## src/sv/avt_pkg.sv

```systemverilog
package avt_pkg;

  localparam int FracBitsDefault   = 16;
  localparam int CoordWidthDefault = 32;

  // Every coefficient slot and every port coordinate is 32 bits wide.
  localparam int FieldWidth = 32;
  localparam int NumRows    = 3;
  localparam int NumCols    = 4;
  localparam int NumRegs    = 6;
  localparam int RegWidth   = 64;
  localparam int CfgIdxW    = 3;

  typedef enum logic [CfgIdxW-1:0] {
    ROW0_COLS01 = 3'd0,
    ROW0_COLS23 = 3'd1,
    ROW1_COLS01 = 3'd2,
    ROW1_COLS23 = 3'd3,
    ROW2_COLS01 = 3'd4,
    ROW2_COLS23 = 3'd5
  } cfg_reg_e;

  // Reset matrix is the identity for the default Q16.16 format.
  localparam logic [RegWidth-1:0] RegReset [NumRegs] = '{
    64'd65536,
    64'd0,
    64'd281474976710656,
    64'd0,
    64'd0,
    64'd65536
  };

  typedef struct packed {
    logic signed [FieldWidth-1:0] x_in;
    logic signed [FieldWidth-1:0] y_in;
    logic signed [FieldWidth-1:0] z_in;
  } vertex_in_t;

  typedef struct packed {
    logic signed [FieldWidth-1:0] x_out;
    logic signed [FieldWidth-1:0] y_out;
    logic signed [FieldWidth-1:0] z_out;
    logic                         overflow;
  } vertex_out_t;

  // What one row lane hands to the merge stage.
  typedef struct packed {
    logic signed [FieldWidth-1:0] value;
    logic                         ovf;
  } lane_res_t;

  typedef logic [NumCols-1:0][FieldWidth-1:0] coef_row_t;

endpackage

```

## src/sv/avt_coef_regs.sv

```systemverilog
module avt_coef_regs (
  input  logic                                clk_i,
  input  logic                                rst_ni,
  input  logic                                cfg_valid_i,
  input  logic [avt_pkg::CfgIdxW-1:0]         cfg_index_i,
  input  logic [avt_pkg::RegWidth-1:0]        cfg_data_i,
  output avt_pkg::coef_row_t [avt_pkg::NumRows-1:0] coef_o
);
  import avt_pkg::*;

  logic [RegWidth-1:0] regs_q [NumRegs];
  logic [RegWidth-1:0] regs_d [NumRegs];

  always_comb begin
    regs_d = regs_q;
    if (cfg_valid_i) begin
      unique case (cfg_reg_e'(cfg_index_i)) inside
        ROW0_COLS01, ROW0_COLS23, ROW1_COLS01,
        ROW1_COLS23, ROW2_COLS01, ROW2_COLS23: regs_d[cfg_index_i] = cfg_data_i;
        default: ;
      endcase
    end
  end

  always_ff @(posedge clk_i or negedge rst_ni) begin
    if (!rst_ni) begin
      for (int i = 0; i < NumRegs; i++) begin
        regs_q[i] <= RegReset[i];
      end
    end else begin
      regs_q <= regs_d;
    end
  end

  // Two coefficients per register: even column in the low half.
  always_comb begin
    for (int r = 0; r < NumRows; r++) begin
      for (int c = 0; c < NumCols; c++) begin
        if (c % 2 == 1) begin
          coef_o[r][c] = regs_q[r * 2 + c / 2][RegWidth-1:FieldWidth];
        end else begin
          coef_o[r][c] = regs_q[r * 2 + c / 2][FieldWidth-1:0];
        end
      end
    end
  end

endmodule

```

## config.mk

```make
export PLATFORM = sky130hd
export DESIGN_NAME = avt_coef_regs
export DESIGN_NICKNAME = d
export VERILOG_FILES = /design/src/sv/avt_pkg.sv /design/src/sv/avt_coef_regs.sv
export SDC_FILE = /design/constraint.sdc
export NUM_CORES = 1
export LEC_CHECK = 0
export BUFFER_PORTS_ARGS = -buffer_cell sky130_fd_sc_hd__buf_2
export CAP_MARGIN = 15
export CORE_AREA = 2 2 174 176
export CTS_CLUSTER_DIAMETER = 50
export CTS_CLUSTER_SIZE = 16
export DETAILED_ROUTE_END_ITERATION = 12
export DIE_AREA = 0 0 176 178
export GPL_TIMING_DRIVEN = 1
export PLACE_DENSITY = 0.85
export RECOVER_POWER = 50
export SLEW_MARGIN = 10
export SYNTH_ARGS = -nofsm -noshare
export SYNTH_HDL_FRONTEND = slang
export SYNTH_SLANG_ARGS = --single-unit
```

## constraint.sdc

```tcl
create_clock -name clk_i -period 1.3 [get_ports clk_i]
set_clock_uncertainty 0.05 [all_clocks]
set_input_delay 0.195 -clock clk_i [delete_from_list [all_inputs] [get_ports clk_i]]
set_output_delay 0.195 -clock clk_i [all_outputs]
set_load 0.03 [all_outputs]
```

[After elaboration in Yosys (flattened, before gate mapping)]
Cells that the tools add are included.
Operators by class
  eq/ne operators: 5
  bitwise logic cells: 1
  reduce and logical (&&, ||, !) cells: 4
  magnitude comparators: 2
  mux-type cells: 3
Operators by type and width (number)
  $bwmux W384: 1
  $demux W64 S3: 1
  $mux W64: 1
  $eq A3 B2 Y1 const B: 2
  $eq A3 B3 Y1 const B: 2
  $reduce_or A6 Y1: 1
  $ge A4 B4 Y1 const B: 1
  $lt A4 B1 Y1 const B: 1
  $not A3 Y4: 1
  $eq A3 B1 Y1 const B: 1
  $logic_not A3 Y1: 1
  $reduce_and A2 Y1: 1
  $logic_and A1 B1 Y1: 1
Word-level totals
  input bits: 70
  word-level logic and storage cells: 21
  register bits after elaboration: 384

[Depth between registers and ports, before layout]
Gate-level depths: netlist (run 1).
  depth in word-level cells: 6
  mapped depth: 4
  depth with buffers taken out: 2

[Least setup slack after synthesis (run 1)]
Ideal clock, no wire load.
  path kind: input to register
  start: input port cfg_index_i[0] in the netlist's numbering
  end: register regs_q, in the netlist coef_o[0]
  cell stages on the path: 4
  required time: 1.125 ns
  path buffers: 2
  slack: -0.021 ns
  setup time: 0.125 ns
  arrival: 1.146 ns
  cells stage by stage: nor4b_2 buf_6 buf_12 mux2_2
Between the ends
  longest elaborated chain between the ends: 6
  elaborated cells on any way between the ends: 15
Ends and longest elaborated chain
  start: declaration: RTL line avt_coef_regs.sv:5  | input logic [avt_pkg::CfgIdxW-1:0] cfg_index_i,
  $not A3 Y4 (implied by the code): RTL line avt_coef_regs.sv:19  | ROW1_COLS23, ROW2_COLS01, ROW2_COLS23: regs_d[cfg_index_i] = cfg_data_i;
  $ge A4 B4 Y1 (implied by the code) / $lt A4 B1 Y1 (equally long branches): RTL line avt_coef_regs.sv:19
  $logic_and A1 B1 Y1 (implied by the code): RTL line avt_coef_regs.sv:19
  $mux W64 (implied by the code): RTL line avt_coef_regs.sv:19
  $demux W64 S3: RTL line avt_coef_regs.sv:19
  $bwmux W384: RTL line avt_coef_regs.sv:19
  end signal: indexed assignment: RTL line avt_coef_regs.sv:28  | regs_q[i] <= RegReset[i];
  end signal: assignment: RTL line avt_coef_regs.sv:31  | regs_q <= regs_d;
  end: declaration: RTL line avt_coef_regs.sv:11  | logic [RegWidth-1:0] regs_q [NumRegs];
Several ways; a longest one is shown, not always the timed one.
A chain may end at the register's enable or synchronous reset.

[Final worst setup path (run 1)]
  start: register regs_q, in the netlist coef_o[16]
  end: output port coef_o[16] in the netlist's numbering
RTL lines
  end: declaration: RTL line avt_coef_regs.sv:7  | output avt_pkg::coef_row_t [avt_pkg::NumRows-1:0] coef_o
No word-level cell between the ends.

==> impl_metrics.env, run 1 <==
export IMPL_cp_cell_sequence="buf_6"
export IMPL_io_pin_count=454
export IMPL_p_sw_share_pct=36.2
export IMPL_power_density_nw_per_um2=1960
export IMPL_startpoint_type="flip-flop"
export IMPL_yosysSeqAreaShare_pct=62.6
export IMPL_core_um2=29400
export IMPL_die_h_um=178
export IMPL_hp_class="input port to flip-flop"
export IMPL_initialDrtViolationCount=1014
export IMPL_finalNetCount=1724
export IMPL_avgSynthCellArea_um2=18.8
export IMPL_r2r_start="coef_o[158]$_DFFE_PN0P_"
export IMPL_wirelength_um=57600
export IMPL_dp_hpwl_um=26400
export IMPL_path_class="flip-flop to output pin"
export IMPL_p_int_mw=30.5
export IMPL_fin_crit_ns=1.48
export IMPL_cp_required_ns=1.05
export IMPL_vdd_drop_max_mv=1.84
export IMPL_min_delay_start="cfg_data_i[57]"
export IMPL_dr_pass1_iters=5
export IMPL_clk_path_buf_depth=3
export IMPL_power_total_mw=47.7
export IMPL_syn_num_nets=886
export IMPL_layout_commonest_cell="buf_6"
export IMPL_yosysWarnings=0
export IMPL_placed_cells=1675
export IMPL_period_share_pct=114
export IMPL_tritoncts="done"
export IMPL_die_area_um2=31300
export IMPL_setup_viol=364
export IMPL_clk_pin_slew_ns=0.07
export IMPL_clkPwrFrac_pct=22.6
export IMPL_htree_levels=2
export IMPL_finalSetupTns_ns=-9.37
export IMPL_portBuffers=453
export IMPL_grt_overflow=0
export IMPL_grt_pass1_wl_um=78100
export IMPL_post_route_drc_count=0
export IMPL_layout_cells_non_filler=2068
export IMPL_insertion_delay_ns=0.52
export IMPL_hold_slack_ns=0.0328
export IMPL_status="finished, violations left"
export IMPL_mostFrequentLayoutCells="390 x buf_6, 380 x dfrtp_1, 301 x buf_4, 194 x mux2_2, 190 x mux2_4"
export IMPL_layout_setup_ws_ns=-0.182
export IMPL_grt_pass1_vias=12300
export IMPL_dp_slack_ns=-0.330
export IMPL_finalHoldViolCount=0
export IMPL_slowest_delay_ns=0.57
export IMPL_violations="negative setup slack"
export IMPL_grt_usage_pct=33.3
export IMPL_slowest_stage="dfstp_2"
export IMPL_antenna_found_initial=1
export IMPL_cts_buffers=35
export IMPL_cts_root_buf="clkbuf_16"
export IMPL_rows=63
export IMPL_synth_seq_cells=384
export IMPL_wire_per_inst_um=27.8
export IMPL_critPathLaunch="coef_o[16]$_DFFE_PN1P_"
export IMPL_p_leak_nw=11.8
export IMPL_maxSlewHeadroom_pct=52.6
export IMPL_drive_gt1_share_pct=73.2
export IMPL_maxCapViolCount=0
export IMPL_power_frac_seq_pct=35.9
export IMPL_combPwrFrac_pct=41.5
export IMPL_synthCells=816
export IMPL_crit_buf_inv=1
export IMPL_place_congestion=0.793
export IMPL_largest_register_ffs=384
export IMPL_area_growth_synth_to_final_pct=58.4
export IMPL_start_util_pct=52.2
export IMPL_grt_max_degree=65
export IMPL_synth_area_um2=15300
export IMPL_clock_sinks=384
export IMPL_drv_slew=0
export IMPL_drt_antenna_violating_nets=0
export IMPL_cp_end_kind="output pin"
export IMPL_cp_arrival_ns=1.24
export IMPL_tightest_slew_ns=0.711
export IMPL_die_x_um=176
export IMPL_rsz0062_at_grt="true"
export IMPL_crit_path_max_fanout=2
export IMPL_p_sw_mw=17.3
export IMPL_critPathTopFamily="flip-flops"
export IMPL_vias=11400
export IMPL_vias_per_cell=5.53
export IMPL_yosysUniqueCellTypes=11
export IMPL_fmax_mhz=675
area by class of cell:
class                           count  area [um2]
Sequential cell                   384        9610
Clock inverter                     16         178
Multi-Input combinational cell    390        5120
Fill cell                        1250        5100
Clock buffer                       44         972
Tap cell                          390         488
Timing Repair Buffer              843        7930
Antenna cell                        1        2.50
per-layer routing:
metal / share of wire [%] / up-vias / global-route usage, %
met5: 0 / - / 0
met4: 5.4 / 0 / 16.7
met3: 7.9 / 198 / 8.72
met2: 50 / 736 / 55.9
met1: 36 / 5960 / 40.0
li1: - / 4546 / -
worst paths after layout:
path                       depth (start not counted)  slack (ns)                 endpoint
setup / recovery                                   1       -0.18               coef_o[16]
hold / removal                                     2        0.03   coef_o[57]$_DFFE_PN0P_
setup reg to reg                                   3        0.10  coef_o[158]$_DFFE_PN0P_
hold reg to reg                                    1        0.49   coef_o[40]$_DFFE_PN0P_
max in group asynchronous                          3        0.05  coef_o[255]$_DFFE_PN0P_
min in group asynchronous                          2        0.25  coef_o[265]$_DFFE_PN0P_
cell usage after synthesis:
| master | count | share of area (%) |
|---|---|---|
| buf_12 | 24 | 3.1 |
| dfrtp_1 | 381 | 62 |
| buf_2 | 2 | 0.065 |
| buf_4 | 12 | 0.59 |
| and4bb_1 | 3 | 0.24 |
| dfstp_2 | 3 | 0.51 |
| mux2_2 | 194 | 14 |
| mux2_4 | 190 | 19 |
| nand4b_1 | 2 | 0.11 |
| buf_6 | 4 | 0.29 |
| nor4b_2 | 1 | 0.098 |
power groups by stage:
stage               logic [mW]  registers, mW  clock network, mW
detailed placement        12.9           16.3                  0
CTS                       17.8           16.6               10.5
global placement          12.6           16.1                  0
finish                    19.8           17.1               10.8
floorplan                 3.28           21.4                  0
global route              20.4           17.3               11.3
kinds of logic (layout without fill, tap and decap cells):
group	count (synthesis)	count (layout)	share of synthesized area (%)
other	0	1	0
multiplexers	384	384	32.8
AND/OR/NAND/NOR	6	6	0.457
buffers and inverters	42	903	4.08
flip-flops	384	384	62.6
metrics by stage:
step	util, %	area (um2)
after floorplan	-	15400
after global placement	62.0	18200
after detailed placement	62.0	18200
after global routing	82.7	24300
after CTS	80.0	23500
final	82.7	24300
timing repair:
| action | CTS | global route |
|---|---|---|
| hold buffers | 60 | 0 |
| setup buffers | 151 | 121 |
| endpoints found under the setup margin | 384 | 384 |
| hold endpoints to repair | 729 | 0 |
| gates resized for setup | 768 | 1 |
Power figures use the tool's default switching activity.
==> run 2, diff against run 1 <==
--- a/config.mk
+++ b/config.mk
@@ -7,14 +7,15 @@
 export LEC_CHECK = 0
 export BUFFER_PORTS_ARGS = -buffer_cell sky130_fd_sc_hd__buf_2
 export CAP_MARGIN = 15
-export CORE_AREA = 2 2 174 176
+export CORE_MARGIN = 2
+export CORE_UTILIZATION = 52
 export CTS_CLUSTER_DIAMETER = 50
 export CTS_CLUSTER_SIZE = 16
 export DETAILED_ROUTE_END_ITERATION = 12
-export DIE_AREA = 0 0 176 178
 export GPL_TIMING_DRIVEN = 1
-export PLACE_DENSITY = 0.85
+export PLACE_DENSITY = 0.8
 export RECOVER_POWER = 50
+export SKIP_LAST_GASP = 1
 export SLEW_MARGIN = 10
 export SYNTH_ARGS = -nofsm -noshare
 export SYNTH_HDL_FRONTEND = slang
==> constraint.sdc (replaced) <==
create_clock -name clk_i -period 1.6 [get_ports clk_i]
set_clock_uncertainty 0.05 [all_clocks]
set_input_delay 0.24 -clock clk_i [delete_from_list [all_inputs] [get_ports clk_i]]
set_output_delay 0.24 -clock clk_i [all_outputs]
set_load 0.03 [all_outputs]
==> run 2 against run 1 <==
Effect of this change:
- the flow now finishes without violations
- non-clock buffer count is 324 lower
- sequential share of layout area up 12 points
- global-route usage fell by 8.4 points
- final area is 24% lower
- hold slack worse by 0.025 ns
- cell count down 16%
- sequential cell count unchanged
- power fell by 35%
- via count shrank 20%
- worst setup slack improved by 0.24 ns
- clock power down 26%
- combinational power is 51% lower
==> impl_metrics.env, run 2 (same netlist as run 1, synthesis figures left out) <==
export IMPL_status="finished, final reports clean"
export IMPL_insertion_delay_ns=0.50
export IMPL_maxSlewHeadroom_pct=28.9
export IMPL_startpoint_type="input port"
export IMPL_post_route_drc_count=0
export IMPL_dp_hpwl_um=26000
export IMPL_grt_busiest_layer="met2"
export IMPL_cts_root_buf="clkbuf_16"
export IMPL_power_density_nw_per_um2=1660
export IMPL_htree_levels=2
export IMPL_mostFrequentLayoutCells="453 x buf_2, 381 x dfrtp_1, 194 x mux2_2, 145 x mux2_1, 45 x mux2_4"
export IMPL_p_leak_nw=9.05
export IMPL_finalHoldViolCount=0
export IMPL_combPwrFrac_pct=31.8
export IMPL_hp_class="input port to flip-flop"
export IMPL_grt_pass1_vias=10000
export IMPL_clk_pin_slew_ns=0.07
export IMPL_layout_commonest_cell="buf_2"
export IMPL_clock_sinks=384
export IMPL_dr_pass1_iters=4
export IMPL_drive_gt1_share_pct=57.3
export IMPL_crit_path_max_fanout=28
export IMPL_initialDrtViolationCount=384
export IMPL_cts_buffers=34
export IMPL_grt_max_degree=65
export IMPL_p_sw_share_pct=36.9
export IMPL_die_x_um=176
export IMPL_slowest_stage="buf_2"
export IMPL_clkPwrFrac_pct=25.9
export IMPL_grt_pass1_wl_um=59500
export IMPL_cp_end_kind="flip-flop"
export IMPL_finalSetupTns_ns=0
export IMPL_vias_per_cell=5.30
export IMPL_drt_antenna_violating_nets=0
export IMPL_power_total_mw=30.8
export IMPL_tritoncts="done"
export IMPL_wire_per_inst_um=22.1
export IMPL_grt_overflow=0
export IMPL_fmax_mhz=649
export IMPL_place_congestion=0.819
export IMPL_portBuffers=453
export IMPL_path_class="input port to flip-flop"
export IMPL_grtUsageMet2_pct=41.5
export IMPL_met3_usage_pct=6.21
export IMPL_drv_slew=0
export IMPL_slowest_delay_ns=0.68
export IMPL_p_int_mw=19.5
export IMPL_cts_setup_buffers=0
export IMPL_antenna_found_initial=1
export IMPL_vias=9198
export IMPL_vdd_drop_max_mv=1.18
export IMPL_fin_crit_ns=1.54
export IMPL_rows=62
export IMPL_use_met1_pct=30.9
export IMPL_die_h_um=176
export IMPL_largest_register_ffs=384
export IMPL_cp_cell_sequence="clkbuf_1 > and4bb_1 > buf_2 > mux2_1"
export IMPL_rsz0062_at_grt="false"
export IMPL_layout_cells_non_filler=1735
export IMPL_tightest_slew_ns=1.07
export IMPL_cp_arrival_ns=1.87
export IMPL_rrSetupSlack_ns=0.71
export IMPL_area_growth_synth_to_final_pct=21.1
export IMPL_cp_required_ns=1.93
export IMPL_core_um2=28900
export IMPL_maxCapViolCount=0
export IMPL_io_pin_count=454
export IMPL_start_util_pct=53.2
export IMPL_setup_viol=0
export IMPL_p_sw_mw=11.4
export IMPL_placed_cells=1646
export IMPL_die_area_um2=30900
export IMPL_period_share_pct=96.3
export IMPL_wirelength_um=38400
export IMPL_power_frac_seq_pct=42.3
export IMPL_clk_path_buf_depth=3
export IMPL_grt_usage_pct=24.9
export IMPL_finalNetCount=1399
[run 2: cell count changes in the layout (fill, tap and decap cells not counted), moves of 3 or more]
| cell | delta |
|---|---|
| mux2_4 | -145 |
| clkbuf_2 | +6 |
| dlygate4sd3_1 | -29 |
| mux2_1 | +145 |
| buf_4 | -294 |
| buf_12 | -9 |
| clkinv_4 | -4 |
| buf_2 | +381 |
| clkbuf_1 | +9 |
| buf_6 | -389 |
| clkbuf_4 | +3 |
[run 2: timing repair]
action                                 4_1_cts  5_1_grt
gates resized for setup                      0        0
hold buffers                                31        0
endpoints found under the hold margin      328        0
[run 2: through the flow]
stage	hold slack [ns]	area (um2)	setup slack, ns	utilization [%]
floorplan	-0.106	15300	0.234	-
global placement	0.132	18000	-0.0106	62.3
detailed placement	0.132	18000	-0.0294	62.3
CTS	0.00152	19400	0.0420	67.1
global route	-0.0103	18600	0.0219	64.4
finish	0.00750	18600	0.0584	64.4
[run 2: final timing paths]
path                                      endpoint                    start  depth (start not counted)
setup / recovery           coef_o[145]$_DFFE_PN0P_           cfg_index_i[2]                          4
hold / removal             coef_o[111]$_DFFE_PN0P_           cfg_data_i[47]                          2
setup reg to reg           coef_o[315]$_DFFE_PN0P_  coef_o[315]$_DFFE_PN0P_                          1
hold reg to reg            coef_o[294]$_DFFE_PN0P_  coef_o[294]$_DFFE_PN0P_                          1
max in group asynchronous  coef_o[125]$_DFFE_PN0P_                   rst_ni                          3
min in group asynchronous    coef_o[9]$_DFFE_PN0P_                   rst_ni                          2
[run 2: layer usage]
metal	wire, um	vias up
met2	18900	423
met3	2880	107
met1	14900	4759
li1	-	3909
met5	0	-
met4	1690	0
[run 2: critical path, delay by kind of cell]
kind | cells | cell delay, ns
buffers and inverters | 2 | 0.82
multiplexers | 1 | 0.41
AND/OR/NAND/NOR | 1 | 0.36
[run 2: cell type report]
cell class                 instances  area, um2
clock inverter                    10       83.8
clock buffer                      47       1000
antenna                            1       2.50
multi-input combinational        390       4560
sequential                       384       9610
fill                            2212      10300
tap                              384        480
timing repair buffer             519       2850
[run 2: power groups by stage]
stage	clock (mW)	sequential, mW	combinational [mW]
floorplan	0	17.4	2.66
CTS	8.18	13.1	10.6
finish	7.99	13.0	9.80
global route	8.58	13.3	10.2
detailed placement	0	13.2	10.5
global placement	0	13.1	10.3
